### config.mk
export PLATFORM = sky130hd
export DESIGN_NAME = tcr_edge_walk
export DESIGN_NICKNAME = d
export VERILOG_FILES = /design/src/hdl/tcr_pkg.sv /design/src/hdl/tcr_edge_walk.sv
export SDC_FILE = /design/constraint.sdc
export NUM_CORES = 1
export LEC_CHECK = 0
export ABC_AREA = 0
export BUFFER_PORTS_ARGS = -buffer_cell sky130_fd_sc_hd__buf_2
export CORE_MARGIN = 8
export CORE_UTILIZATION = 45
export DETAILED_ROUTE_END_ITERATION = 12
export PLACE_DENSITY_LB_ADDON = 0.15
export SLEW_MARGIN = 20
export SYNTH_ARGS = -nofsm -noshare
export SYNTH_HDL_FRONTEND = slang
export SYNTH_SLANG_ARGS = --single-unit
export TNS_END_PERCENT = 30
### constraint.sdc
create_clock -name clk -period 4.8 [get_ports clk]
set_input_delay 0.96 -clock clk [delete_from_list [all_inputs] [get_ports clk]]
set_output_delay 0.96 -clock clk [all_outputs]
set_load 0.01 [all_outputs]
### src/hdl/tcr_pkg.sv
// ----------------------------------------------------------------------------
// tcr_pkg
// Shared constants and types for the triangle coverage rasterizer.
// ----------------------------------------------------------------------------
package tcr_pkg;

    localparam int GRID_SIZE_DEF = 1024;

    localparam int IN_W  = 10;          // corner coordinate field width
    localparam int CFG_W = 11;          // configuration register width
    localparam int CFG_IDX_W = 2;
    localparam int CMD_W = 2;
    localparam int CNT_W = 21;          // tally result width
    localparam int PIX_W = 8;           // coverage counter width

    localparam logic [CMD_W-1:0] CMD_CLEAR  = 2'd0;
    localparam logic [CMD_W-1:0] CMD_RASTER = 2'd1;
    localparam logic [CMD_W-1:0] CMD_TALLY  = 2'd2;

    localparam logic [CFG_IDX_W-1:0] CFG_ACTIVE_WIDTH  = 2'd0;
    localparam logic [CFG_IDX_W-1:0] CFG_ACTIVE_HEIGHT = 2'd1;

    localparam logic [CFG_W-1:0] CFG_SIZE_RST = 11'd1024;
    localparam logic [CNT_W-1:0] CNT_MAX = {CNT_W{1'b1}};
    localparam logic [PIX_W-1:0] PIX_MAX = {PIX_W{1'b1}};

    // edge walker request
    typedef struct packed {
        logic start;
        logic to_left;
    } walk_cmd_t;

    // edge table write selects
    typedef struct packed {
        logic left;
        logic right;
    } edge_wr_t;

endpackage

### src/hdl/tcr_edge_walk.sv
// ----------------------------------------------------------------------------
// tcr_edge_walk
// Bresenham edge walker: one step per cycle, writes one column per row
// into the left or right edge table.
// ----------------------------------------------------------------------------
module tcr_edge_walk
    import tcr_pkg::*;
#(
    parameter int GRID_SIZE = GRID_SIZE_DEF
) (
    input  logic                         clk,
    input  logic                         rst_n,
    input  walk_cmd_t                    cmd,
    input  logic [$clog2(GRID_SIZE)-1:0] x1,
    input  logic [$clog2(GRID_SIZE)-1:0] y1,
    input  logic [$clog2(GRID_SIZE)-1:0] x2,
    input  logic [$clog2(GRID_SIZE)-1:0] y2,
    output edge_wr_t                     wr,
    output logic [$clog2(GRID_SIZE)-1:0] wr_addr,
    output logic [$clog2(GRID_SIZE)-1:0] wr_data,
    output logic                         done
);

    localparam int CW = $clog2(GRID_SIZE);
    localparam int EW = CW + 4;

    localparam logic [1:0] W_IDLE  = 2'd0;
    localparam logic [1:0] W_SETUP = 2'd1;
    localparam logic [1:0] W_ROW   = 2'd2;
    localparam logic [1:0] W_X     = 2'd3;

    logic [1:0]          state_reg, state_next;
    logic                left_reg, left_next;
    logic [CW-1:0]       xa_reg, xa_next, ya_reg, ya_next;
    logic [CW-1:0]       xb_reg, xb_next, yb_reg, yb_next;
    logic [CW-1:0]       px_reg, px_next, py_reg, py_next;
    logic [CW-1:0]       adx_reg, adx_next, dy_reg, dy_next;
    logic                sxp_reg, sxp_next;
    logic signed [EW-1:0] err_reg, err_next;

    logic signed [CW:0]  dx;
    logic [CW-1:0]       adx;
    logic [CW-1:0]       dy;
    logic                wen;

    always_ff @(posedge clk or negedge rst_n)
    begin
        if (!rst_n)
        begin
            state_reg <= W_IDLE;
        end
        else
        begin
            state_reg <= state_next;
        end
    end

    always_ff @(posedge clk)
    begin
        left_reg <= left_next;
        xa_reg   <= xa_next;
        ya_reg   <= ya_next;
        xb_reg   <= xb_next;
        yb_reg   <= yb_next;
        px_reg   <= px_next;
        py_reg   <= py_next;
        adx_reg  <= adx_next;
        dy_reg   <= dy_next;
        sxp_reg  <= sxp_next;
        err_reg  <= err_next;
    end

    assign dx  = $signed({1'b0, xb_reg}) - $signed({1'b0, xa_reg});
    assign adx = (dx > 0) ? CW'(dx) : CW'(-dx);
    assign dy  = yb_reg - ya_reg;

    always_comb
    begin
        state_next = state_reg;
        left_next  = left_reg;
        xa_next    = xa_reg;
        ya_next    = ya_reg;
        xb_next    = xb_reg;
        yb_next    = yb_reg;
        px_next    = px_reg;
        py_next    = py_reg;
        adx_next   = adx_reg;
        dy_next    = dy_reg;
        sxp_next   = sxp_reg;
        err_next   = err_reg;
        wen        = 1'b0;
        wr_addr    = py_reg;
        wr_data    = px_reg;
        done       = 1'b0;

        unique case (state_reg)
            W_IDLE:
            begin
                if (cmd.start)
                begin
                    left_next = cmd.to_left;
                    // walk always goes downward in row
                    if (y1 > y2)
                    begin
                        xa_next = x2;
                        ya_next = y2;
                        xb_next = x1;
                        yb_next = y1;
                    end
                    else
                    begin
                        xa_next = x1;
                        ya_next = y1;
                        xb_next = x2;
                        yb_next = y2;
                    end
                    state_next = W_SETUP;
                end
            end
            W_SETUP:
            begin
                adx_next = adx;
                dy_next  = dy;
                sxp_next = (dx > 0);
                err_next = $signed(EW'(dy)) - $signed(EW'({adx, 1'b0}));
                px_next  = xa_reg;
                py_next  = ya_reg;
                wen      = 1'b1;
                wr_addr  = ya_reg;
                wr_data  = xa_reg;
                state_next = W_ROW;
            end
            W_ROW:
            begin
                if ((CW+1)'(py_reg) + (CW+1)'(1) < (CW+1)'(yb_reg))
                begin
                    py_next  = py_reg + CW'(1);
                    err_next = err_reg - $signed(EW'({adx_reg, 1'b0}));
                    state_next = W_X;
                end
                else
                begin
                    wen     = 1'b1;
                    wr_addr = yb_reg;
                    wr_data = xb_reg;
                    done    = 1'b1;
                    state_next = W_IDLE;
                end
            end
            W_X:
            begin
                if (err_reg < 0)
                begin
                    px_next  = sxp_reg ? px_reg + CW'(1) : px_reg - CW'(1);
                    err_next = err_reg + $signed(EW'({dy_reg, 1'b0}));
                end
                else
                begin
                    wen = 1'b1;
                    state_next = W_ROW;
                end
            end
            default:
            begin
                state_next = W_IDLE;
            end
        endcase
    end

    assign wr.left  = wen & left_reg;
    assign wr.right = wen & ~left_reg;

endmodule

==> results.cfg, run 1 <==
[run_status]
run_status = finished, final reports clean

[worst_setup_path]
timing.critical_path.to_type = flip-flop
crit_type = flip-flop to flip-flop
required_ns = 4.90
crit_path_max_fanout = 5
worst_setup_start_kind = flip-flop
worst_endpoint_data_arrival_time_ns = 4.72

[yosys]
synth.cells.most_frequent = sky130_fd_sc_hd__edfxtp_1 (95), sky130_fd_sc_hd__inv_1 (80), sky130_fd_sc_hd__ha_1 (75), sky130_fd_sc_hd__nand2_1 (74), sky130_fd_sc_hd__o21ai_0 (67)
synth_simple_gate_area_share = 0.130
synth_most_common_cell = sky130_fd_sc_hd__edfxtp_1
synth.mux.area_fraction = 0.0636
post_synth_xor_area_fraction = 0.0655
synth.net_count = 932
synthesized_area_per_cell_um2 = 9.59
share_of_synthesized_cell_area_in_full_adder_half_adder_and_majority_cells = 0.134
ys_top_cells_by_area = sky130_fd_sc_hd__edfxtp_1 (37%), sky130_fd_sc_hd__ha_1 (12%), sky130_fd_sc_hd__mux2_2 (6.1%)
synthFlopType = sky130_fd_sc_hd__edfxtp_1
post_synth_edffs = 95
syn_inst = 808
synth_top_area_share = 0.368
synth_top_family_by_area = compound AO/OA/AOI/OAI gates
yosysSeqAreaShare = 0.375
synth_compound_gate_area_share = 0.180
asyncSetResetFlopFracSynth = 0.0206
synth_largest_area_cell = sky130_fd_sc_hd__edfxtp_1
synth_warnings = 0
syn_area_um2 = 7750
flip_flop_and_latch_count_after_synthesis = 97
synthDistinctLibCells = 64

[placement]
placement.io_buffers = 66
hpwl_um = 14700
routabilityCongestion = 0.898
place_worst_setup_slack_ns = 0.00433

[detailed_routing]
drt-total-wl_um = 18900
number_of_nets_with_antenna_violations_after_routing = 0
drc = 0
avgRoutedWirePerCell_um = 17.1
drt_pre_antenna_iters = 4
initialDrtViolationCount = 377
met1_length_um = 9030
dr_wl_met2_um = 8700
route.vias.total = 6227
wl_met3_um = 758
vias_per_cell = 5.62
topRoutingLayerUsed = met4

[die]
die_area_um2 = 21700
std_cell_rows = 48
fp.coreArea_um2 = 17100
ioPinCount = 67
start_util = 0.454
fp.dieH_um = 147
chipWidth_um = 147

[timing]
drv_slew = 0
grt_setup_unrepaired = yes
hold_violations = 0
setup_slack_ns = 0.177
timing.final.crit_share = 0.963
clock_period_minus_final_worst_setup_slack_ns = 4.62
worst_pin_slew_ns = 1.02
final.setup.tns_ns = 0
slew-limit-headroom = 0.319
setup_viol_count_final = 0
max_clock_freq_ghz = 0.216
fin_worst_skew_ns = 0.0105

[flow_run]
drv_cap = 0

[cells_and_area]
layout.filler_cells = 1610
largest_reg_flops = 13
layout-area-overhead-vs-synth_pct = 13.1
finalNetCount = 1002
antenna_cells_inserted = 0
final_core_utilization = 0.514
drive_gt1_frac = 0.191

[cts]
cts_buffer_depth = 2
worstSkewPairLatency_ns = 0.36
clkSlewWorstSetupHoldPaths_ns = 0.07
cts_buffers = 9
clock_tree.root_cell = sky130_fd_sc_hd__clkbuf_16
tritoncts_num_sinks = 97
clock_tree.htree_level_count = 3
cts_tree = done

[global_routing]
grt_pass1_vias = 6241
groute.usage.overall = 0.176
grt-ovfl-total = 0
grt_start_max_net_pins = 42
antenna_found_initial = 0
wire_length_of_the_first_global_routing_pass_um = 31000

[worst_hold_path]
min_path_type = primary input to async pin
## critical path: stages, from the launching register on
cell                       delay [ns]
sky130_fd_sc_hd__edfxtp_1        0.41
sky130_fd_sc_hd__ha_1            0.25
sky130_fd_sc_hd__fa_1            0.40
sky130_fd_sc_hd__nand2b_1        0.20
sky130_fd_sc_hd__a21o_1          0.23
sky130_fd_sc_hd__a211o_1         0.36
sky130_fd_sc_hd__nor2_2          0.11
sky130_fd_sc_hd__nand4_2         0.15
sky130_fd_sc_hd__o21ai_4         0.21
sky130_fd_sc_hd__nand2_1         0.07
sky130_fd_sc_hd__o21a_1          0.15
sky130_fd_sc_hd__ha_1            0.31
sky130_fd_sc_hd__a21o_1          0.18
sky130_fd_sc_hd__a21o_1          0.19
sky130_fd_sc_hd__and2_1          0.21
sky130_fd_sc_hd__a21oi_2         0.16
sky130_fd_sc_hd__nand2_1         0.07
sky130_fd_sc_hd__or3_1           0.31
sky130_fd_sc_hd__a31oi_1         0.17
sky130_fd_sc_hd__xor2_1          0.17
sky130_fd_sc_hd__o21ai_1         0.07
## repair_timing
item | in CTS | in global routing
pin swaps | 0 | 5
endpoints found under the setup margin | 20 | 10
endpoints found under the hold margin | 0 | 0
setup buffers | 0 | 2
hold buffers | 0 | 0
gates resized for setup | 4 | 8
## logic make-up after synthesis
| group | count (synthesis) |
|---|---|
| xor gates and xnor gates | 58 |
| AOI/OAI and AO/OA | 221 |
| DFF | 97 |
| adders and majority gates | 80 |
| muxes | 44 |
| buffers and inverters | 103 |
| and+or+nand+nor | 205 |
## layout make-up
class                      count  area (um^2)  area share
clock inverter                 7          103      0.0117
sequential                    97         2900       0.331
clock buffer                   9          225      0.0257
multi-input combinational    608         4500       0.514
inverter                      80          300      0.0343
tap                          225          282      0.0321
timing repair buffer          82          450      0.0514
## worst paths after layout
kind / cells after the start / endpoint / from / slack, ns
setup reg to reg: 20 / err_reg[8] / xa_reg[0] / 0.18
hold reg to reg: 2 / py_reg[8] / ya_reg[8] / 0.66
min in group clk: 2 / py_reg[8] / ya_reg[8] / 0.66
setup / recovery: 20 / err_reg[8] / xa_reg[0] / 0.18
hold / removal: 1 / state_reg[1] / rst_n / 0.38
max in group asynchronous: 1 / state_reg[0] / rst_n / 4.33
## placed cells by master, fill, tap and decap left out, types with 3 or more instances in the layout
cell / instances
sky130_fd_sc_hd__edfxtp_1: 95
sky130_fd_sc_hd__inv_1: 80
sky130_fd_sc_hd__ha_1: 75
sky130_fd_sc_hd__nand2_1: 74
sky130_fd_sc_hd__o21ai_0: 66
sky130_fd_sc_hd__buf_2: 66
sky130_fd_sc_hd__a21oi_1: 52
sky130_fd_sc_hd__mux2_2: 42
sky130_fd_sc_hd__nor2_1: 39
sky130_fd_sc_hd__xnor2_1: 35
sky130_fd_sc_hd__xor2_1: 23
sky130_fd_sc_hd__a22oi_1: 20
sky130_fd_sc_hd__a21o_1: 18
sky130_fd_sc_hd__buf_4: 16
sky130_fd_sc_hd__nand3_1: 14
sky130_fd_sc_hd__nor2b_1: 12
sky130_fd_sc_hd__or3_1: 11
sky130_fd_sc_hd__o21bai_1: 10
sky130_fd_sc_hd__clkbuf_16: 9
sky130_fd_sc_hd__nor3_1: 8
sky130_fd_sc_hd__nand2b_1: 8
sky130_fd_sc_hd__and2_1: 7
sky130_fd_sc_hd__o21a_1: 7
sky130_fd_sc_hd__or2_2: 7
sky130_fd_sc_hd__and3_1: 6
sky130_fd_sc_hd__a31oi_1: 6
sky130_fd_sc_hd__fa_1: 5
sky130_fd_sc_hd__a211oi_1: 4
sky130_fd_sc_hd__a21boi_0: 3
sky130_fd_sc_hd__a211o_1: 3
sky130_fd_sc_hd__o31ai_1: 3
sky130_fd_sc_hd__a21oi_2: 3
sky130_fd_sc_hd__clkinvlp_4: 3
## metrics by stage
step | hold slack [ns] | instances | instance area [um^2]
6_report | 0.378 | 1108 | 8770
3_5_place_dp | 0.633 | 1090 | 8370
4_1_cts | 0.366 | 1106 | 8720
5_1_grt | 0.373 | 1108 | 8770
2_1_floorplan | 0.555 | 808 | 7750
3_3_place_gp | 0.617 | 1090 | 8370
## routing by layer
metal,global-route usage,vias up
met5,0,-
met3,0.0252,33
met1,0.235,2990
li1,-,3045
met2,0.284,159
met4,0.0663,0
Power of run 1 is left out: the tool's default activity adds up to more than one toggle a clock period on the data nets, which glitch-free logic cannot reach.
==> inputs of run 2 (changes only) <==
--- a/config.mk
+++ b/config.mk
@@ -5,7 +5,7 @@
 export SDC_FILE = /design/constraint.sdc
 export NUM_CORES = 1
 export LEC_CHECK = 0
-export ABC_AREA = 0
+export ABC_AREA = 1
 export BUFFER_PORTS_ARGS = -buffer_cell sky130_fd_sc_hd__buf_2
 export CORE_MARGIN = 8
 export CORE_UTILIZATION = 45
==> results.cfg, run 2 <==
[run_status]
run_status = finished, final reports clean

[yosys]
asyncSetResetFlopFracSynth = 0.0206
synth_top_area_share = 0.367
synth_most_common_cell = sky130_fd_sc_hd__nand2_1
post_synth_edffs = 95
syn_inst = 979
synthesized_area_per_cell_um2 = 7.94
synthDistinctLibCells = 47
synth.cells.most_frequent = sky130_fd_sc_hd__nand2_1 (203), sky130_fd_sc_hd__inv_1 (165), sky130_fd_sc_hd__edfxtp_1 (95), sky130_fd_sc_hd__o21ai_0 (90), sky130_fd_sc_hd__a21oi_1 (76)
syn_area_um2 = 7770
flip_flop_and_latch_count_after_synthesis = 97
yosysSeqAreaShare = 0.373
synth_largest_area_cell = sky130_fd_sc_hd__edfxtp_1
synthFlopType = sky130_fd_sc_hd__edfxtp_1
synth_warnings = 0
ys_top_cells_by_area = sky130_fd_sc_hd__edfxtp_1 (37%), sky130_fd_sc_hd__ha_1 (12%), sky130_fd_sc_hd__nand2_1 (9.8%)
synth.net_count = 1103

[die]
ioPinCount = 67
die_area_um2 = 21700
fp.coreArea_um2 = 17100
start_util = 0.454
fp.dieH_um = 147
chipWidth_um = 147
std_cell_rows = 48

[cells_and_area]
largest_reg_flops = 13
layout.filler_cells = 1701
finalNetCount = 1170
finalInstanceArea_um2 = 8680
final_cell_mix = sky130_fd_sc_hd__nand2_1 (203), sky130_fd_sc_hd__inv_1 (165), sky130_fd_sc_hd__edfxtp_1 (95), sky130_fd_sc_hd__o21ai_0 (89), sky130_fd_sc_hd__a21oi_1 (76)
layout-area-overhead-vs-synth_pct = 11.7
multi_input_comb_area_um2 = 4160
final_standard_cell_count_with_taps_included_and_fillers_excluded = 1276
drive_gt1_frac = 0.127
storage_cell_area_um2 = 2900
mostFrequentLayoutCell = sky130_fd_sc_hd__nand2_1
antenna_cells_inserted = 0

[placement]
placement.io_buffers = 66
hpwl_um = 14600
routabilityCongestion = 0.962
detailed_place.area_um2 = 8400
post-place-cells = 1260

[flow_run]
drv_cap = 0

[global_routing]
groute.usage.overall = 0.174
grt_pass1_vias = 6343
grt-ovfl-total = 0
wire_length_of_the_first_global_routing_pass_um = 30800
antenna_found_initial = 0
grt_start_max_net_pins = 81

[timing]
drv_slew = 0
clock_period_minus_final_worst_setup_slack_ns = 4.34
setup_viol_count_final = 0
timing.final.crit_share = 0.905
final.setup.tns_ns = 0
slew-limit-headroom = 0.481
hold_violations = 0
worst_pin_slew_ns = 0.778
fin_worst_skew_ns = 0.00659
worst_hold_slack_ns = 0.377
max_clock_freq_ghz = 0.230

[detailed_routing]
initialDrtViolationCount = 328
drc = 0
vias_per_cell = 4.99
number_of_nets_with_antenna_violations_after_routing = 0
route.vias.total = 6363
drt-total-wl_um = 18400
drt_pre_antenna_iters = 4
avgRoutedWirePerCell_um = 14.4

[worst_setup_path]
crit_type = flip-flop to output port
worst_endpoint_data_arrival_time_ns = 3.38
required_ns = 3.84
timing.critical_path.to_type = output port
worst_path_largest_cell_delay_ns = 0.39
cp_cell_sequence = inv_1, nor3_1, nand3_1, nor3_1, nand3_1, xor2_1, ha_1, a21oi_1, inv_1, nor2_1, inv_1, nand2_4, inv_1, o21ai_0, buf_2
worst_setup_start_kind = flip-flop
crit_path_max_fanout = 9
critical-path-top-cell-by-count = sky130_fd_sc_hd__inv_1
r2r.worst_path.cells = 24
highest_delay_cell_along_the_critical_path = sky130_fd_sc_hd__edfxtp_1

[cts]
cts_tree = done
postCtsResizedCells = 0
tritoncts_num_sinks = 97
ctsHoldBuffers = 0
cts_buffer_depth = 2
cts.repair_timing.setup_buffer_count = 0
clock_tree.root_cell = sky130_fd_sc_hd__clkbuf_16
worstSkewPairLatency_ns = 0.35
clkSlewWorstSetupHoldPaths_ns = 0.07
clock_tree.htree_level_count = 3
cts_buffers = 9

[worst_hold_path]
min_path_type = primary input to async pin
run 2: area by class of cell:
type | instances | share of cell area
clock buffers | 9 | 0.0259
clock inverters | 7 | 0.00533
inverters | 169 | 0.0731
multi-input cells | 689 | 0.479
flip-flops and latches | 97 | 0.334
well taps | 225 | 0.0324
repair buffers | 80 | 0.0501
run 2: critical path, delay by kind of cell, from the launching register on:
family          cells  cell delay (ns)
simple gates        6             1.24
xor+xnor            1             0.18
compound gates      2             0.39
fa+ha+maj           1             0.30
flops               1             0.39
buf+inv             5             0.55
run 2: logic make-up after synthesis:
| kind of cell | count (synthesis) | share of synthesized area |
|---|---|---|
| DFF | 97 | 0.373 |
| AOI/OAI and AO/OA | 217 | 0.155 |
| buffers and inverters | 193 | 0.0945 |
| xor gates and xnor gates | 35 | 0.0394 |
| and+or+nand+nor | 357 | 0.205 |
| adders and majority gates | 80 | 0.134 |
run 2: stage by stage:
| step | utilization | setup WS, ns |
|---|---|---|
| after global placement | 0.491 | 0.765 |
| after detailed placement | 0.491 | 0.723 |
| final | 0.507 | 0.455 |
| after CTS | 0.507 | 0.332 |
| after global routing | 0.507 | -0.00622 |
| after floorplan | - | 1.12 |
run 2: per-layer routing:
layer | track usage | up-vias | share of wire
met5 | 0 | - | 0
met1 | 0.228 | 2839 | 0.49
met4 | 0.0632 | 0 | 0.018
li1 | - | 3399 | -
met2 | 0.287 | 109 | 0.46
met3 | 0.0266 | 16 | 0.036
run 2: path summary, 6_finish.rpt:
path,start,end,slack (ns)
min in group clk,xa_reg[8],px_reg[8],0.57
min reg2reg,xa_reg[8],px_reg[8],0.57
max in group asynchronous,rst_n,state_reg[0],4.33
min,rst_n,state_reg[1],0.38
max,py_reg[2],wr_addr[1],0.46
max reg2reg,xa_reg[0],err_reg[10],0.83
Power of run 2 is left out for the same reason.
